**src/rtl/layer_alpha_compositor_unit_assert.svh**
```systemverilog
// ----------------------------------------------------------------------------
// Layer alpha compositor assertion macros
// Concurrent assertion wrappers. They are empty when SYNTHESIS is defined.
// ----------------------------------------------------------------------------
`ifndef LAYER_ALPHA_COMPOSITOR_UNIT_ASSERT_SVH
`define LAYER_ALPHA_COMPOSITOR_UNIT_ASSERT_SVH

`ifndef SYNTHESIS

// The consequent must hold in the same cycle as the antecedent.
`define LAC_ASSERT_SAME(label, clk, rst_n, ante, cons) \
	label: assert property (@(posedge clk) disable iff (!(rst_n)) (ante) |-> (cons)) \
		else $error("layer alpha compositor assertion failed");

// The consequent must hold in the cycle after the antecedent.
`define LAC_ASSERT_NEXT(label, clk, rst_n, ante, cons) \
	label: assert property (@(posedge clk) disable iff (!(rst_n)) (ante) |=> (cons)) \
		else $error("layer alpha compositor assertion failed");

`else

`define LAC_ASSERT_SAME(label, clk, rst_n, ante, cons)
`define LAC_ASSERT_NEXT(label, clk, rst_n, ante, cons)

`endif

`endif

```
**src/rtl/lac_pkg.sv**
```systemverilog
// ----------------------------------------------------------------------------
// Layer alpha compositor package
// Widths, register indexes, reset values and state codes of the compositor.
// ----------------------------------------------------------------------------
package lac_pkg;

	localparam int unsigned LAYERS_DEFAULT = 8;

	localparam int unsigned PIXEL_W   = 32;
	localparam int unsigned INDEX_W   = 3;
	localparam int unsigned COUNT_W   = 4;
	localparam int unsigned MASK_W    = 8;
	localparam int unsigned OPA_W     = 7;
	localparam int unsigned OPAS_W    = 56;
	localparam int unsigned APB_DATA_W = 64;
	localparam int unsigned APB_ADDR_W = 6;

	localparam logic [PIXEL_W-1:0] BACKGROUND_RST = '0;
	localparam logic [COUNT_W-1:0] LAYER_COUNT_RST = 4'd1;
	localparam logic [MASK_W-1:0]  VISIBLE_RST = 8'd1;
	localparam logic [OPA_W-1:0]   OPA_FULL = 7'd100;
	localparam logic [OPAS_W-1:0]  OPACITIES_RST = {8{OPA_FULL}};

	// Rounded percent scaling: (alpha * pct + 50) / 100, the division done as
	// a multiply by 2^19 / 100 rounded up and a shift by 19.
	localparam logic [5:0]  OPA_ROUND = 6'd50;
	localparam logic [13:0] RECIP_100 = 14'd5243;
	localparam int unsigned RECIP_SHIFT = 19;

	localparam logic [7:0] ALPHA_ZERO = 8'h00;
	localparam logic [7:0] ALPHA_FULL = 8'hFF;
	localparam logic [7:0] MIX_ROUND  = 8'd127;

	typedef enum logic [2:0] {
		REG_BACKGROUND   = 3'd0,
		REG_LAYER_COUNT  = 3'd1,
		REG_VISIBLE_MASK = 3'd2,
		REG_SOLO_ENABLE  = 3'd3,
		REG_SOLO_LAYER   = 3'd4,
		REG_OPACITIES    = 3'd5
	} lac_reg_t;

	typedef enum logic [2:0] {
		ST_IDLE,
		ST_OPA_MUL,
		ST_OPA_DIV,
		ST_BLEND,
		ST_DONE
	} lac_state_t;

	typedef enum logic [1:0] {
		CH_RED   = 2'd0,
		CH_GREEN = 2'd1,
		CH_BLUE  = 2'd2,
		CH_ALPHA = 2'd3
	} lac_chan_t;

endpackage

```
**src/rtl/lac_if.sv**
```systemverilog
// ----------------------------------------------------------------------------
// Layer alpha compositor channel interfaces
// Valid/ready channels for layer pixels in and composited pixels out.
// ----------------------------------------------------------------------------
interface lac_layer_if;
	import lac_pkg::*;

	logic               valid;
	logic               ready;
	logic [PIXEL_W-1:0] layer_pixel;
	logic [INDEX_W-1:0] layer_pos;
	logic               last_layer;

	modport source (output valid, output layer_pixel, output layer_pos,
		output last_layer, input ready);
	modport sink (input valid, input layer_pixel, input layer_pos,
		input last_layer, output ready);
endinterface

interface lac_pixel_if;
	import lac_pkg::*;

	logic               valid;
	logic               ready;
	logic [PIXEL_W-1:0] composite_pixel;

	modport source (output valid, output composite_pixel, input ready);
	modport sink (input valid, input composite_pixel, output ready);
endinterface

```
**src/rtl/layer_alpha_compositor_unit.sv**
```systemverilog
// A skipped layer goes from idle straight to done; other layers may first scale
// their alpha by the percent opacity, then may blend the four channels in turn.
// Layers go one at a time through the single shared multiplier that serves the
// opacity scaling and all four channels; a last layer waits longer while the
// previous composite is still held. Reset: asynchronous, active low;
// configuration and sequencer registers return to their defaults and the next
// transaction starts a new pixel from the background colour.
// ----------------------------------------------------------------------------
// Layer alpha compositor
// Source-over blending of a stack of ARGB8888 layer pixels with per-layer
// percent opacity, visibility and solo control.
// ----------------------------------------------------------------------------
`include "layer_alpha_compositor_unit_assert.svh"

module layer_alpha_compositor_unit #(
	parameter int unsigned LAYERS = lac_pkg::LAYERS_DEFAULT
) (
	input  logic                            clk,
	input  logic                            arst_n,
	lac_layer_if.sink                       layer_in,
	lac_pixel_if.source                     pixel_out,
	input  logic                            psel,
	input  logic                            penable,
	input  logic                            pwrite,
	input  logic [lac_pkg::APB_ADDR_W-1:0]  paddr,
	input  logic [lac_pkg::APB_DATA_W-1:0]  pwdata,
	output logic [lac_pkg::APB_DATA_W-1:0]  prdata,
	output logic                            pready
);
	import lac_pkg::*;

	// Configuration registers
	logic [PIXEL_W-1:0] background_q;
	logic [COUNT_W-1:0] layer_count_q;
	logic [MASK_W-1:0]  visible_mask_q;
	logic               solo_enable_q;
	logic [INDEX_W-1:0] solo_layer_q;
	logic [OPAS_W-1:0]  opacities_q;

	// Sequencer and datapath
	lac_state_t         state_q, state_d;
	lac_chan_t          ch_q;
	logic               in_progress_q;
	logic               last_q;
	logic [PIXEL_W-1:0] comp_q;
	logic [PIXEL_W-1:0] src_q;
	logic [OPA_W-1:0]   pct_q;
	logic [14:0]        t_q;
	logic               out_valid_q;
	logic [PIXEL_W-1:0] out_pixel_q;

	logic               cfg_wr;
	lac_reg_t           reg_sel;
	logic               accept;
	logic               keep_c;
	logic [COUNT_W-1:0] count_c;
	logic [OPA_W-1:0]   pct_c;
	logic [7:0]         in_alpha;
	logic               out_load;

	logic signed [16:0] mul_a;
	logic signed [13:0] mul_b;
	logic signed [30:0] prod;
	logic [7:0]         scaled_alpha;
	logic [7:0]         s_byte, d_byte, sa;
	logic signed [31:0] mix_sum;
	logic [16:0]        mix_v;
	logic [17:0]        div_sum;
	logic [7:0]         div_q;
	logic [7:0]         ch_res;

	// ------------------------------------------------------------------
	// Configuration port
	// ------------------------------------------------------------------
	assign pready  = 1'b1;
	assign cfg_wr  = psel && penable && pwrite && pready;
	assign reg_sel = lac_reg_t'(paddr[APB_ADDR_W-1:3]);

	always_ff @(posedge clk or negedge arst_n) begin
		if (!arst_n) begin
			background_q   <= BACKGROUND_RST;
			layer_count_q  <= LAYER_COUNT_RST;
			visible_mask_q <= VISIBLE_RST;
			solo_enable_q  <= 1'b0;
			solo_layer_q   <= '0;
			opacities_q    <= OPACITIES_RST;
		end else if (cfg_wr) begin
			case (reg_sel)
				REG_BACKGROUND:   background_q   <= pwdata[PIXEL_W-1:0];
				REG_LAYER_COUNT:  layer_count_q  <= pwdata[COUNT_W-1:0];
				REG_VISIBLE_MASK: visible_mask_q <= pwdata[MASK_W-1:0];
				REG_SOLO_ENABLE:  solo_enable_q  <= pwdata[0];
				REG_SOLO_LAYER:   solo_layer_q   <= pwdata[INDEX_W-1:0];
				REG_OPACITIES:    opacities_q    <= pwdata[OPAS_W-1:0];
				default: ;
			endcase
		end
	end

	always_comb begin
		prdata = '0;
		case (reg_sel)
			REG_BACKGROUND:   prdata = APB_DATA_W'(background_q);
			REG_LAYER_COUNT:  prdata = APB_DATA_W'(layer_count_q);
			REG_VISIBLE_MASK: prdata = APB_DATA_W'(visible_mask_q);
			REG_SOLO_ENABLE:  prdata = APB_DATA_W'(solo_enable_q);
			REG_SOLO_LAYER:   prdata = APB_DATA_W'(solo_layer_q);
			REG_OPACITIES:    prdata = APB_DATA_W'(opacities_q);
			default:          prdata = '0;
		endcase
	end

	// ------------------------------------------------------------------
	// Layer selection at acceptance
	// ------------------------------------------------------------------
	assign layer_in.ready = (state_q == ST_IDLE);
	assign accept         = layer_in.valid && layer_in.ready;
	assign in_alpha       = layer_in.layer_pixel[31:24];

	assign count_c = (layer_count_q > COUNT_W'(LAYERS)) ? COUNT_W'(LAYERS) : layer_count_q;
	assign pct_c   = opacities_q[OPA_W*int'(layer_in.layer_pos) +: OPA_W];

	always_comb begin
		keep_c = ({1'b0, layer_in.layer_pos} < count_c);
		if (solo_enable_q) begin
			if (layer_in.layer_pos != solo_layer_q)
				keep_c = 1'b0;
		end else if (!visible_mask_q[layer_in.layer_pos]) begin
			keep_c = 1'b0;
		end
	end

	// ------------------------------------------------------------------
	// Shared multiplier and rounded divide by 255
	// ------------------------------------------------------------------
	assign sa = src_q[31:24];

	always_comb begin
		case (ch_q)
			CH_RED:   begin s_byte = src_q[23:16]; d_byte = comp_q[23:16]; end
			CH_GREEN: begin s_byte = src_q[15:8];  d_byte = comp_q[15:8];  end
			CH_BLUE:  begin s_byte = src_q[7:0];   d_byte = comp_q[7:0];   end
			default:  begin s_byte = src_q[31:24]; d_byte = comp_q[31:24]; end
		endcase
	end

	always_comb begin
		mul_a = '0;
		mul_b = '0;
		case (state_q)
			ST_OPA_MUL: begin
				mul_a = 17'($unsigned(src_q[31:24]));
				mul_b = 14'($unsigned(pct_q));
			end
			ST_OPA_DIV: begin
				mul_a = 17'($unsigned(t_q));
				mul_b = RECIP_100;
			end
			ST_BLEND: begin
				if (ch_q == CH_ALPHA) begin
					mul_a = 17'($unsigned(d_byte));
					mul_b = 14'($unsigned(ALPHA_FULL - sa));
				end else begin
					// Colour channels use d*255 + (s - d)*a, one product per channel.
					mul_a = 17'($signed({1'b0, s_byte}) - $signed({1'b0, d_byte}));
					mul_b = 14'($unsigned(sa));
				end
			end
			default: ;
		endcase
	end

	assign prod         = 31'(mul_a) * 31'(mul_b);
	assign scaled_alpha = prod[RECIP_SHIFT+7:RECIP_SHIFT];

	always_comb begin
		if (ch_q == CH_ALPHA)
			mix_sum = 32'(prod) + 32'($unsigned(MIX_ROUND));
		else
			mix_sum = 32'(prod) + 32'($unsigned({d_byte, 8'h00}))
				- 32'($unsigned(d_byte)) + 32'($unsigned(MIX_ROUND));
	end

	// The sum stays below 65536, where (v + (v >> 8) + 1) >> 8 equals v / 255.
	assign mix_v   = mix_sum[16:0];
	assign div_sum = 18'(mix_v) + 18'(mix_v[16:8]) + 18'd1;
	assign div_q   = div_sum[15:8];
	assign ch_res  = (ch_q == CH_ALPHA) ? 8'(sa + div_q) : div_q;

	assign out_load = (state_q == ST_DONE) && last_q && (!out_valid_q || pixel_out.ready);

	// ------------------------------------------------------------------
	// Sequencer
	// ------------------------------------------------------------------
	always_ff @(posedge clk or negedge arst_n) begin
		if (!arst_n)
			state_q <= ST_IDLE;
		else
			state_q <= state_d;
	end

	always_comb begin
		state_d = state_q;
		case (state_q)
			ST_IDLE: begin
				if (accept) begin
					if (!keep_c || pct_c == '0)
						state_d = ST_DONE;
					else if (pct_c < OPA_FULL)
						state_d = ST_OPA_MUL;
					else if (in_alpha == ALPHA_ZERO || in_alpha == ALPHA_FULL)
						state_d = ST_DONE;
					else
						state_d = ST_BLEND;
				end
			end
			ST_OPA_MUL: state_d = ST_OPA_DIV;
			ST_OPA_DIV: begin
				if (scaled_alpha == ALPHA_ZERO || scaled_alpha == ALPHA_FULL)
					state_d = ST_DONE;
				else
					state_d = ST_BLEND;
			end
			ST_BLEND: begin
				if (ch_q == CH_ALPHA)
					state_d = ST_DONE;
			end
			ST_DONE: begin
				if (!last_q || out_load)
					state_d = ST_IDLE;
			end
			default: state_d = ST_IDLE;
		endcase
	end

	// ------------------------------------------------------------------
	// Datapath registers
	// ------------------------------------------------------------------
	always_ff @(posedge clk) begin
		case (state_q)
			ST_IDLE: begin
				if (accept) begin
					src_q  <= layer_in.layer_pixel;
					pct_q  <= pct_c;
					last_q <= layer_in.last_layer;
					ch_q   <= CH_RED;
					// A fully opaque source at full opacity replaces the composite.
					if (keep_c && pct_c >= OPA_FULL && in_alpha == ALPHA_FULL)
						comp_q <= layer_in.layer_pixel;
					else if (!in_progress_q)
						comp_q <= background_q;
				end
			end
			ST_OPA_MUL: begin
				t_q <= 15'(prod) + 15'(OPA_ROUND);
			end
			ST_OPA_DIV: begin
				src_q[31:24] <= scaled_alpha;
				if (scaled_alpha == ALPHA_FULL)
					comp_q <= {scaled_alpha, src_q[23:0]};
			end
			ST_BLEND: begin
				case (ch_q)
					CH_RED:   comp_q[23:16] <= ch_res;
					CH_GREEN: comp_q[15:8]  <= ch_res;
					CH_BLUE:  comp_q[7:0]   <= ch_res;
					default:  comp_q[31:24] <= ch_res;
				endcase
				ch_q <= lac_chan_t'(ch_q + 2'd1);
			end
			default: ;
		endcase
		if (out_load)
			out_pixel_q <= comp_q;
	end

	always_ff @(posedge clk or negedge arst_n) begin
		if (!arst_n) begin
			in_progress_q <= 1'b0;
			out_valid_q   <= 1'b0;
		end else begin
			if (state_q == ST_DONE && !last_q)
				in_progress_q <= 1'b1;
			else if (out_load)
				in_progress_q <= 1'b0;

			if (out_load)
				out_valid_q <= 1'b1;
			else if (pixel_out.ready)
				out_valid_q <= 1'b0;
		end
	end

	assign pixel_out.valid           = out_valid_q;
	assign pixel_out.composite_pixel = out_pixel_q;

	// ------------------------------------------------------------------
	// Assertions
	// ------------------------------------------------------------------
	`LAC_ASSERT_NEXT(a_skip_goes_done, clk, arst_n, accept && !keep_c, state_q == ST_DONE)
	`LAC_ASSERT_NEXT(a_alpha_ends_blend, clk, arst_n,
		state_q == ST_BLEND && ch_q == CH_ALPHA, state_q == ST_DONE)
	`LAC_ASSERT_NEXT(a_out_loads_comp, clk, arst_n, out_load,
		out_valid_q && out_pixel_q == $past(comp_q) && !in_progress_q)
	`LAC_ASSERT_NEXT(a_busy_after_accept, clk, arst_n, accept, !layer_in.ready)
	`LAC_ASSERT_SAME(a_blend_has_partial_alpha, clk, arst_n, state_q == ST_BLEND,
		sa != ALPHA_ZERO && sa != ALPHA_FULL)

endmodule
```
**src/flat_wrapper.sv**
```systemverilog
// flat-port wrapper written by rule: the top's interface ports become plain ports
module layer_alpha_compositor_unit_flat import lac_pkg::*;
#(
	parameter int unsigned LAYERS = lac_pkg::LAYERS_DEFAULT
)
  (clk, arst_n, psel, penable, pwrite, paddr, pwdata, prdata, pready, layer_in_valid, layer_in_layer_pixel, layer_in_layer_pos, layer_in_last_layer, layer_in_ready, pixel_out_valid, pixel_out_composite_pixel, pixel_out_ready);
  lac_layer_if layer_in_i ();
  lac_pixel_if pixel_out_i ();
  input  logic clk;
  input  logic arst_n;
  input  logic psel;
  input  logic penable;
  input  logic pwrite;
  input  logic [lac_pkg::APB_ADDR_W-1:0] paddr;
  input  logic [lac_pkg::APB_DATA_W-1:0] pwdata;
  output logic [lac_pkg::APB_DATA_W-1:0] prdata;
  output logic pready;
  input wire logic [$bits(layer_in_i.valid)-1:0] layer_in_valid;
  input wire logic [$bits(layer_in_i.layer_pixel)-1:0] layer_in_layer_pixel;
  input wire logic [$bits(layer_in_i.layer_pos)-1:0] layer_in_layer_pos;
  input wire logic [$bits(layer_in_i.last_layer)-1:0] layer_in_last_layer;
  output wire logic [$bits(layer_in_i.ready)-1:0] layer_in_ready;
  output wire logic [$bits(pixel_out_i.valid)-1:0] pixel_out_valid;
  output wire logic [$bits(pixel_out_i.composite_pixel)-1:0] pixel_out_composite_pixel;
  input wire logic [$bits(pixel_out_i.ready)-1:0] pixel_out_ready;
  assign layer_in_i.valid = layer_in_valid;
  assign layer_in_i.layer_pixel = layer_in_layer_pixel;
  assign layer_in_i.layer_pos = layer_in_layer_pos;
  assign layer_in_i.last_layer = layer_in_last_layer;
  assign layer_in_ready = layer_in_i.ready;
  assign pixel_out_valid = pixel_out_i.valid;
  assign pixel_out_composite_pixel = pixel_out_i.composite_pixel;
  assign pixel_out_i.ready = pixel_out_ready;
  layer_alpha_compositor_unit #(.LAYERS(LAYERS)) u_core (.clk(clk), .arst_n(arst_n), .layer_in(layer_in_i), .pixel_out(pixel_out_i), .psel(psel), .penable(penable), .pwrite(pwrite), .paddr(paddr), .pwdata(pwdata), .prdata(prdata), .pready(pready));
endmodule
```
**config.mk**
```make
export PLATFORM = sky130hd
export DESIGN_NAME = layer_alpha_compositor_unit_flat
export DESIGN_NICKNAME = d
export VERILOG_FILES = /design/src/rtl/lac_pkg.sv /design/src/rtl/lac_if.sv /design/src/rtl/layer_alpha_compositor_unit.sv /design/src/flat_wrapper.sv
export VERILOG_INCLUDE_DIRS = /design/src /design/src/rtl
export SDC_FILE = /design/constraint.sdc
export NUM_CORES = 1
export LEC_CHECK = 0
export ABC_AREA = 1
export BUFFER_PORTS_ARGS = -buffer_cell sky130_fd_sc_hd__buf_2
export CORE_MARGIN = 8
export CORE_UTILIZATION = 65
export CTS_CLUSTER_DIAMETER = 80
export CTS_CLUSTER_SIZE = 25
export DETAILED_ROUTE_END_ITERATION = 16
export GPL_TIMING_DRIVEN = 0
export PLACE_DENSITY = 0.87
export SLEW_MARGIN = 20
export SYNTH_ARGS = -nofsm -noshare
export SYNTH_HDL_FRONTEND = slang
export SYNTH_SLANG_ARGS = --single-unit
```
**constraint.sdc**
```tcl
create_clock -name clk -period 34.6 [get_ports clk]
set_input_delay 3.46 -clock clk [delete_from_list [all_inputs] [get_ports clk]]
set_output_delay 3.46 -clock clk [all_outputs]
set_load 0.02 [all_outputs]
```
; ---- After elaboration in Yosys (flattened, before gate mapping)
; Index checks and enable logic that the tools add are counted.
[word_totals]
reg_bits = 230
latchBits = 0
ramBits = 0
romBits = 0
in_bits = 113
out_inout_bits = 99
word_cells = 145
n_memories = 0
[classes]
n_addsub = 11
mul = 2
n_div = 0
order_cmp = 5
eq_ne = 24
n_shift = 1
mux = 40
n_bitwise = 0
n_reduce_logical = 42
[ops]
columns = op, n
row1 = $pmux 56 s6, 1
row2 = $mux 32, 5
row3 = $pmux 32 s3, 1
row4 = $shiftx 56x7->7, 1
row5 = $pmux 17 s3, 1
row6 = $mux 8, 6
row7 = $pmux 8 s3, 2
row8 = $pmux 13 s3, 1
row9 = $mux 17, 2
row10 = $mul 17x14->27, 1
row11 = $mux 3, 7
row12 = $reduce_and 5->1, 4
row13 = $reduce_and 2->1, 9
row14 = $add 17x17->17, 1
row15 = $add 17x7->17 const B, 1
row16 = $add 17x8->17 const B, 1
row17 = $sub 17x8->17, 1
row18 = $add 16x1->16 const B, 1
row19 = $add 16x9->16, 1
row20 = $eq 8x8->1 const B, 2
row21 = $logic_not 8->1, 2
row22 = $pmux 8 s2, 1
row23 = $add 15x6->15 const B, 1
row24 = $pmux 3 s5, 1
row25 = other kinds (34), 71

; ---- Longest topological paths before layout
; Gate-level depths: netlist (run 1).
[logic_depth]
word_depth = 16
mapped_depth = 84

; ---- Worst setup path before layout (run 1)
; Ideal clock, no wire load.
[synth_path]
path_type = register to register
startpoint = register u_core.ch_q[0]
endpoint = register u_core.comp_q[15], data pin
setup_ps = 254
t_arrival_ps = 11559
required_ps = 34346
slack_ps = 22787
path_stages_with_launch = 77
n_path_buf = 4
path_cell_list = edfxtp_1 ha_1 inv_1 buf_2 clkbuf_1 clkbuf_1 buf_2 a21boi_0 ha_1 nand2_1 nor2_1 a211oi_1 o21ai_0 nand2_1 nand2_1 nand2_1 nand2_1 a21oi_1 [... 41 more ...] a21oi_1 nand2_1 nand2_1 nand2_1 a21oi_1 o21ai_0 nand2_1 nand2_1 nand2_1 nand3_1 inv_1 nand2_1 nand2_1 inv_1 nand2_1 nand2_1 nand2_2 nand2_1
[synth_via]
elab_chain_cells = 16
[synth_rtl]
columns = element, line_no
row1 = from (decl), layer_alpha_compositor_unit.sv:42  ; lac_chan_t ch_q;
row2 = from (signal assigned), layer_alpha_compositor_unit.sv:269  ; ch_q <= lac_chan_t'(ch_q + 2'd1);
row3 = $eq 2x2->1 (tied with other cells), layer_alpha_compositor_unit.sv:139  ; case (ch_q)
row4 = $pmux 8 s3, layer_alpha_compositor_unit.sv:139
row5 = $sub 8x8->9, layer_alpha_compositor_unit.sv:165  ; mul_a = 17'($signed({1'b0, s_byte}) - $signed({1'b0, d_byte}));
row6 = $mux 17, layer_alpha_compositor_unit.sv:160  ; if (ch_q == CH_ALPHA) begin
row7 = $pmux 17 s3, layer_alpha_compositor_unit.sv:150  ; case (state_q)
row8 = $mul 17x14->27, layer_alpha_compositor_unit.sv:173  ; assign prod = 31'(mul_a) * 31'(mul_b);
row9 = $add 17x17->17, layer_alpha_compositor_unit.sv:180  ; mix_sum = 32'(prod) + 32'($unsigned({d_byte, 8'h00}))
row10 = $sub 17x8->17, layer_alpha_compositor_unit.sv:181  ; - 32'($unsigned(d_byte)) + 32'($unsigned(MIX_ROUND));
row11 = $add 17x7->17, layer_alpha_compositor_unit.sv:181
row12 = $mux 17, layer_alpha_compositor_unit.sv:177  ; if (ch_q == CH_ALPHA)
row13 = $add 16x9->16, layer_alpha_compositor_unit.sv:186  ; assign div_sum = 18'(mix_v) + 18'(mix_v[16:8]) + 18'd1;
row14 = $add 16x1->16, layer_alpha_compositor_unit.sv:186
row15 = $add 8x8->8, layer_alpha_compositor_unit.sv:188  ; assign ch_res = (ch_q == CH_ALPHA) ? 8'(sa + div_q) : div_q;
row16 = $mux 8 *, layer_alpha_compositor_unit.sv:188
row17 = $mux 8 *, layer_alpha_compositor_unit.sv:263  ; case (ch_q)
row18 = $pmux 32 s3 *, layer_alpha_compositor_unit.sv:240  ; case (state_q)
row19 = to (signal assigned), layer_alpha_compositor_unit.sv:249  ; comp_q <= layer_in.layer_pixel;
row20 = to (signal assigned), layer_alpha_compositor_unit.sv:260  ; comp_q <= {scaled_alpha, src_q[23:0]};
row21 = to (signal assigned), layer_alpha_compositor_unit.sv:265  ; CH_GREEN: comp_q[15:8] <= ch_res;
row22 = to (decl), layer_alpha_compositor_unit.sv:45  ; logic [PIXEL_W-1:0] comp_q;
; Every way passes the cells marked *; elsewhere a longest branch is shown, timed or not. The select of a mux whose other input is x is not followed.
; A chain may end at the register's enable or synchronous reset.

; ---- Worst setup path in the final report (run 1)
[layout_path]
startpoint = register u_core.ch_q[0]
endpoint = register u_core.comp_q[31], data pin
[layout_via]
elab_chain_cells = 16
[layout_rtl]
columns = element, line_no
row1 = $eq 2x2->1 (tied with other cells), layer_alpha_compositor_unit.sv:139
row2 = $pmux 8 s3, layer_alpha_compositor_unit.sv:139
row3 = $sub 8x8->9, layer_alpha_compositor_unit.sv:165
row4 = $mux 17, layer_alpha_compositor_unit.sv:160
row5 = $pmux 17 s3, layer_alpha_compositor_unit.sv:150
row6 = $mul 17x14->27, layer_alpha_compositor_unit.sv:173
row7 = $add 17x17->17, layer_alpha_compositor_unit.sv:180
row8 = $sub 17x8->17, layer_alpha_compositor_unit.sv:181
row9 = $add 17x7->17, layer_alpha_compositor_unit.sv:181
row10 = $mux 17, layer_alpha_compositor_unit.sv:177
row11 = $add 16x9->16, layer_alpha_compositor_unit.sv:186
row12 = $add 16x1->16, layer_alpha_compositor_unit.sv:186
row13 = $add 8x8->8, layer_alpha_compositor_unit.sv:188
row14 = $mux 8, layer_alpha_compositor_unit.sv:188
row15 = $mux 8, layer_alpha_compositor_unit.sv:263
row16 = $pmux 32 s3 *, layer_alpha_compositor_unit.sv:240
row17 = to (signal assigned), layer_alpha_compositor_unit.sv:249
row18 = to (signal assigned), layer_alpha_compositor_unit.sv:260
row19 = to (signal assigned), layer_alpha_compositor_unit.sv:267  ; default: comp_q[31:24] <= ch_res;
; Marks and branches as above.

==> results of run 1 <==
## synthesized netlist by cell type (10+ instances only)
cell,instances
clkbuf_1,55
buf_2,14
xor2_1,27
edfxtp_1,121
o21ai_0,198
dfstp_2,26
buf_4,10
nand2_2,20
inv_1,524
inv_2,12
nand2_1,603
nor2_1,194
o22ai_1,39
a21oi_1,116
fa_1,139
ha_1,139
xnor2_1,11
nor3_1,24
o21ai_1,31
dfrtp_1,83
nand3_1,115
nand4_1,23
## per-stage QoR
step                      setup WS, ns  utilization [%]
after floorplan                  22.79                -
after global placement           20.09             70.3
after detailed placement         20.00             70.6
after CTS                        19.96             72.2
after global routing             18.67             72.3
final                            19.77             72.3
## flip-flops by register name, summed over array words and instances (netlist names), 4 cells and up
register	count
u_core.background_q	32
u_core.comp_q	32
u_core.layer_count_q	4
u_core.opacities_q	56
u_core.pct_q	7
u_core.pixel_out.composite_pixel	32
u_core.src_q	32
u_core.t_q	15
u_core.visible_mask_q	8
## how the worst max path moves through the flow
stage / start / endpoint / slack (ns) / depth (start not counted)
floorplan: u_core.ch_q[0] / u_core.comp_q[15] / 22.79 / 76
global placement: u_core.ch_q[0] / u_core.comp_q[31] / 20.09 / 74
detailed placement: u_core.ch_q[0] / u_core.comp_q[31] / 20.00 / 74
CTS: u_core.ch_q[0] / u_core.comp_q[31] / 19.96 / 74
global route: u_core.ch_q[0] / u_core.comp_q[31] / 18.67 / 76
finish: u_core.ch_q[0] / u_core.comp_q[31] / 19.77 / 76
## cells by family after synthesis
| family | share of synthesized area (%) |
|---|---|
| simple gates | 21.5 |
| buf+inv | 11.8 |
| compound gates | 11.8 |
| fa+ha+maj | 22.0 |
| flops | 31.1 |
| xor+xnor | 1.70 |
| mux | 0.164 |
| other cells | 0.0365 |
## routing by layer
layer	track usage [%]	share of wire (%)
met5	0	0
met1	44.5	39
met4	12.8	4.2
met2	54.6	46
met3	6.14	11
## power groups by stage
stage / sequential (mW) / clock, mW / combinational (mW)
after global routing: 0.456 / 0.198 / 1.44
after detailed placement: 0.452 / 0 / 1.25
after global placement: 0.450 / 0 / 1.20
final: 0.450 / 0.190 / 1.28
after CTS: 0.447 / 0.189 / 1.26
after floorplan: 0.450 / 0 / 0.915
## critical path: cells and delay by family, from the launching register on
family | cells | cell delay [ns]
flip-flops | 1 | 0.47
buffers and inverters | 14 | 2.26
XOR/XNOR | 1 | 0.15
AO/OA/AOI/OAI | 9 | 2.39
AND/OR/NAND/NOR | 39 | 3.98
adder cells (fa/ha/maj) | 13 | 5.31
## final cells by class
class / count / share of cell area, %
Buffer: 87 / 1.79
Tap cell: 402 / 2.22
Timing Repair Buffer: 195 / 4.61
Clock inverter: 6 / 0.441
Clock buffer: 20 / 1.74
Inverter: 537 / 8.89
Sequential cell: 230 / 28.2
Antenna cell: 1 / 0.0110
Multi-Input combinational cell: 1802 / 52.1
==> flow_metrics.env, run 1 <==
export IMPL_status="finished, final reports clean"
export IMPL_ys_warn_count=0
export IMPL_netlist_area_mm2=0.0206
export IMPL_vdd_ir_drop_max_v=0.0000927
export IMPL_slew_viol_final=0
export IMPL_clkTransAtPathRegs_ns=0.10
export IMPL_fp_row_count=65
export IMPL_postCtsHoldBufs=0
export IMPL_crit_top_cell="nand2_1"
export IMPL_wire_per_inst_um=19.7
export IMPL_fin_area_mm2=0.0227
export IMPL_p_per_area_mw_per_mm2=84.7
export IMPL_clk_path_buf_depth=3
export IMPL_slowest_delay_ns=0.60
export IMPL_route_vias_total=19200
export IMPL_r2r_cells=76
export IMPL_leakagePower_nw=11.9
export IMPL_dp_hpwl_mm=53.6
export IMPL_fin_crit_sh_pct=42.9
export IMPL_switching_power_mw=1.01
export IMPL_fin_skew_ns=0.0353
export IMPL_finalHoldViolations=0
export IMPL_synth_edff_count=121
export IMPL_p_seq_share_pct=23.4
export IMPL_place_inst=3252
export IMPL_track_usage_pct=33.6
export IMPL_crit_type="reg2reg"
export IMPL_cts_setup_buffers=0
export IMPL_syn_area_per_cell_um2=7.77
export IMPL_cp_end_kind="register"
export IMPL_tightest_slew_ns=1.24
export IMPL_yosysUniqueCellTypes=59
export IMPL_drt_initial_drc_count=2043
export IMPL_min_delay_start="u_core.comp_q[30]"
export IMPL_hold_slack_ns=0.450
export IMPL_holdPathStages=0
export IMPL_async_flop_share_pct=47.4
export IMPL_viasPerCell=5.85
export IMPL_min_period_ns=14.83
export IMPL_firstDrtPassIters=8
export IMPL_seq_area_mm2=0.00639
export IMPL_syn2layout_area_growth_pct=10.2
export IMPL_cp_required_ns=34.87
export IMPL_die_h_um=194
export IMPL_worstReg2RegEnd="u_core.comp_q[31]"
export IMPL_p_int_mw=0.916
export IMPL_cts_resized=0
export IMPL_clkSinkCount=230
export IMPL_die_w_um=194
export IMPL_nNetsFinal=3259
export IMPL_drive_above_1_share_pct=12.2
export IMPL_maxCapViolCount=0
export IMPL_hold_path_class="reg2reg"
export IMPL_antenna_found_initial=1
export IMPL_wl_mm=64.7
export IMPL_slowest_stage="o21ai_1"
export IMPL_reg2reg_from="u_core.ch_q[0]"
export IMPL_netlist_instances=2648
export IMPL_worstPathArrival_ns=15.10
export IMPL_fin_cells=3280
export IMPL_final_common_cell="nand2_1"
export IMPL_grt_pass1_wl_mm=101
export IMPL_maxClockFrequency_mhz=67.4
export IMPL_crit_fanout=10
export IMPL_yosys_most_used_dff="edfxtp_1"
export IMPL_cts_root_buf="clkbuf_16"
export IMPL_synth_area_leaders="edfxtp_1 18%, fa_1 14%, nand2_1 11%"
export IMPL_place_area_mm2=0.0222
export IMPL_overflow=0
export IMPL_slew_headroom_pct=16.7
export IMPL_drtAntennaViolNets=0
export IMPL_grt_pass1_vias=19000
export IMPL_synth_seq_area_share_pct=31.1
export IMPL_final_fill_count=2462
export IMPL_coreArea_mm2=0.0314
export IMPL_ys_ff_latch=230
export IMPL_cts_tree="yes"
export IMPL_drc=0
export IMPL_worst_hold_path_endpoint="u_core.pixel_out.composite_pixel[30]"
export IMPL_reg2reg_slack_ns=19.77
export IMPL_finalPower_mw=1.92
export IMPL_die_area_mm2=0.0376
export IMPL_clk_latency_ns=0.51
export IMPL_setup_viol=0
export IMPL_port_buffers=191
export IMPL_crit_path_start_kind="register"
export IMPL_rsz0062_at_grt="no"
export IMPL_htreeDepth=1
export IMPL_multiInputGateArea_mm2=0.0118
export IMPL_yosys_area_top_type="edfxtp_1"
export IMPL_gp_congestion=0.980
export IMPL_setup_tns_ns=0
export IMPL_io_pins=212
export IMPL_power_share_clock_pct=9.9
export IMPL_yosys_area_top_type_share_pct=17.7
export IMPL_cts_buffers=15
export IMPL_layout_common_cells="603 x nand2_1, 524 x inv_1, 204 x buf_2"
export IMPL_swShare_pct=52.3
export IMPL_start_util_pct=65.5
export IMPL_p_comb_share_pct=66.7
export IMPL_grt_start_max_net_pins=69
Power figures use the tool's default switching activity.
==> inputs of run 2 (changes only) <==
--- a/config.mk
+++ b/config.mk
@@ -9,12 +9,12 @@
 export ABC_AREA = 1
 export BUFFER_PORTS_ARGS = -buffer_cell sky130_fd_sc_hd__buf_2
 export CORE_MARGIN = 8
-export CORE_UTILIZATION = 65
+export CORE_UTILIZATION = 55
 export CTS_CLUSTER_DIAMETER = 80
 export CTS_CLUSTER_SIZE = 25
 export DETAILED_ROUTE_END_ITERATION = 16
 export GPL_TIMING_DRIVEN = 0
-export PLACE_DENSITY = 0.87
+export PLACE_DENSITY = 0.78
 export SLEW_MARGIN = 20
 export SYNTH_ARGS = -nofsm -noshare
 export SYNTH_HDL_FRONTEND = slang
==> constraint.sdc (replaced) <==
create_clock -name clk -period 12.98 [get_ports clk]
set_input_delay 1.298 -clock clk [delete_from_list [all_inputs] [get_ports clk]]
set_output_delay 1.298 -clock clk [all_outputs]
set_load 0.02 [all_outputs]
==> flow_metrics.env, run 2 (synthesis results as in run 1) <==
export IMPL_clk_latency_ns=0.50
export IMPL_route_vias_total=19100
export IMPL_final_common_cell="nand2_1"
export IMPL_multiInputGateArea_mm2=0.0124
export IMPL_diodes=0
export IMPL_htreeDepth=1
export IMPL_start_util_pct=55.3
export IMPL_slew_viol_final=0
export IMPL_grt_pass1_vias=18900
export IMPL_final_fill_count=3272
export IMPL_fin_util_pct=63.4
export IMPL_clkSinkCount=230
export IMPL_wire_per_inst_um=19.7
export IMPL_clkTransAtPathRegs_ns=0.09
export IMPL_cp_end_kind="register"
export IMPL_cp_required_ns=13.23
export IMPL_viasPerCell=5.66
export IMPL_die_w_um=209
export IMPL_track_usage_pct=29.5
export IMPL_nNetsFinal=3275
export IMPL_fp_row_count=71
export IMPL_maxCapViolCount=0
export IMPL_drive_above_1_share_pct=16.4
export IMPL_grt_pass1_wl_mm=102
export IMPL_finalPower_mw=5.59
export IMPL_power_share_clock_pct=9.1
export IMPL_antenna_found_initial=0
export IMPL_status="finished, final reports clean"
export IMPL_grtUsageMet2_pct=47.7
export IMPL_seq_area_mm2=0.00639
export IMPL_firstDrtPassIters=6
export IMPL_cts_root_buf="clkbuf_16"
export IMPL_slowest_delay_ns=0.57
export IMPL_grt_start_max_net_pins=65
export IMPL_min_period_ns=12.38
export IMPL_use_met1_pct=39.7
export IMPL_io_pins=212
export IMPL_p_per_area_mw_per_mm2=237
export IMPL_r2r_cells=74
export IMPL_met3_usage_pct=5.06
export IMPL_cts_buffers=14
export IMPL_clk_path_buf_depth=3
export IMPL_die_area_mm2=0.0439
export IMPL_crit_fanout=10
export IMPL_crit_type="reg2reg"
export IMPL_maxClockFrequency_mhz=80.8
export IMPL_p_int_mw=2.67
export IMPL_coreArea_mm2=0.0372
export IMPL_p_comb_share_pct=69.4
export IMPL_tightest_slew_ns=1.09
export IMPL_slew_headroom_pct=27.5
export IMPL_overflow=0
export IMPL_vdd_ir_drop_max_v=0.000242
export IMPL_largest_reg_flops=56
export IMPL_fin_crit_sh_pct=95.4
export IMPL_syn2layout_area_growth_pct=14.7
export IMPL_hold_slack_ns=0.458
export IMPL_fin_skew_ns=0.0359
export IMPL_p_seq_share_pct=21.5
export IMPL_setup_viol=0
export IMPL_finalHoldViolations=0
export IMPL_dp_hpwl_mm=54.5
export IMPL_drtAntennaViolNets=0
export IMPL_cts_tree="yes"
export IMPL_max_flop_register="u_core.opacities_q"
export IMPL_top_usage_layer="met2"
export IMPL_gp_congestion=0.999
export IMPL_drt_initial_drc_count=1875
export IMPL_port_buffers=191
export IMPL_setup_tns_ns=0
export IMPL_crit_top_cell="nand2_1"
export IMPL_swShare_pct=52.1
export IMPL_drc=0
export IMPL_die_h_um=209
export IMPL_crit_path_start_kind="register"
export IMPL_switching_power_mw=2.91
export IMPL_postCtsHoldBufs=0
export IMPL_slowest_stage="fa_1"
export IMPL_layout_common_cells="589 x nand2_1, 515 x inv_1, 202 x buf_2"
export IMPL_wl_mm=66.4
export IMPL_holdPathStages=0
export IMPL_hold_path_class="reg2reg"
export IMPL_worstPathArrival_ns=12.63
export IMPL_leakagePower_nw=12.2
[run 2: changes by cell type in the layout (fill, tap and decap cells not counted), sizes merged]
cell / change
diode: -1
inv: -2
clkinv: -1
clkbuf: -10
bufinv: +1
buf: +26
[run 2: path summary, 6_finish.rpt]
path / start / endpoint / slack (ns)
worst min-delay path: u_core.comp_q[21] / u_core.pixel_out.composite_pixel[21] / 0.46
min in group asynchronous: arst_n / u_core.layer_count_q[2] / 0.72
max in group asynchronous: arst_n / u_core.opacities_q[13] / 11.56
worst max-delay path: u_core.ch_q[0] / u_core.comp_q[15] / 0.60
worst max register to register: u_core.ch_q[0] / u_core.comp_q[15] / 0.60
worst min register to register: u_core.comp_q[21] / u_core.pixel_out.composite_pixel[21] / 0.46
[run 2: layer usage]
layer,part of all wire (%),vias up
met2,46,1009
met3,9.5,142
met1,41,9028
met5,0,-
met4,3.7,0
li1,-,8871
[run 2: area by class of cell]
class / instances / area share, %
tap: 474 / 2.51
clock inverter: 4 / 0.339
clock buffer: 19 / 1.70
inverter: 537 / 8.54
buffer: 84 / 2.11
sequential: 230 / 27.1
multi-input combinational: 1802 / 52.6
timing repair buffer: 215 / 5.06
[run 2: power by group through the flow]
| stage | sequential [mW] | combinational (mW) | clock [mW] |
|---|---|---|---|
| floorplan | 1.20 | 2.44 | 0 |
| global placement | 1.20 | 3.25 | 0 |
| detailed placement | 1.21 | 3.36 | 0 |
| CTS | 1.19 | 3.48 | 0.508 |
| global route | 1.22 | 4.25 | 0.533 |
| finish | 1.20 | 3.88 | 0.508 |
[run 2: critical path: cells and delay by family, from the launching register on]
family / cells / cell delay (ns)
buffers and inverters: 11 / 1.05
XOR/XNOR: 2 / 0.34
AO/OA/AOI/OAI: 13 / 2.24
adder cells (fa/ha/maj): 13 / 5.05
AND/OR/NAND/NOR: 35 / 2.96
flip-flops: 1 / 0.49
[run 2: what timing repair did]
item                                    CTS  global route
endpoints found under the setup margin   32            28
gates resized for setup                  57           128
setup buffers                             1            19
pin swaps                                 3            40
[run 2: metrics by stage]
stage / instance area [um2] / setup WS, ns / cells
6_report: 23600 / 0.601 / 3365
5_1_grt: 23600 / -0.0602 / 3365
4_1_cts: 22900 / 0.000133 / 3347
3_5_place_dp: 22300 / -1.93 / 3325
3_3_place_gp: 22200 / -1.90 / 3321
2_1_floorplan: 20600 / 1.17 / 2656
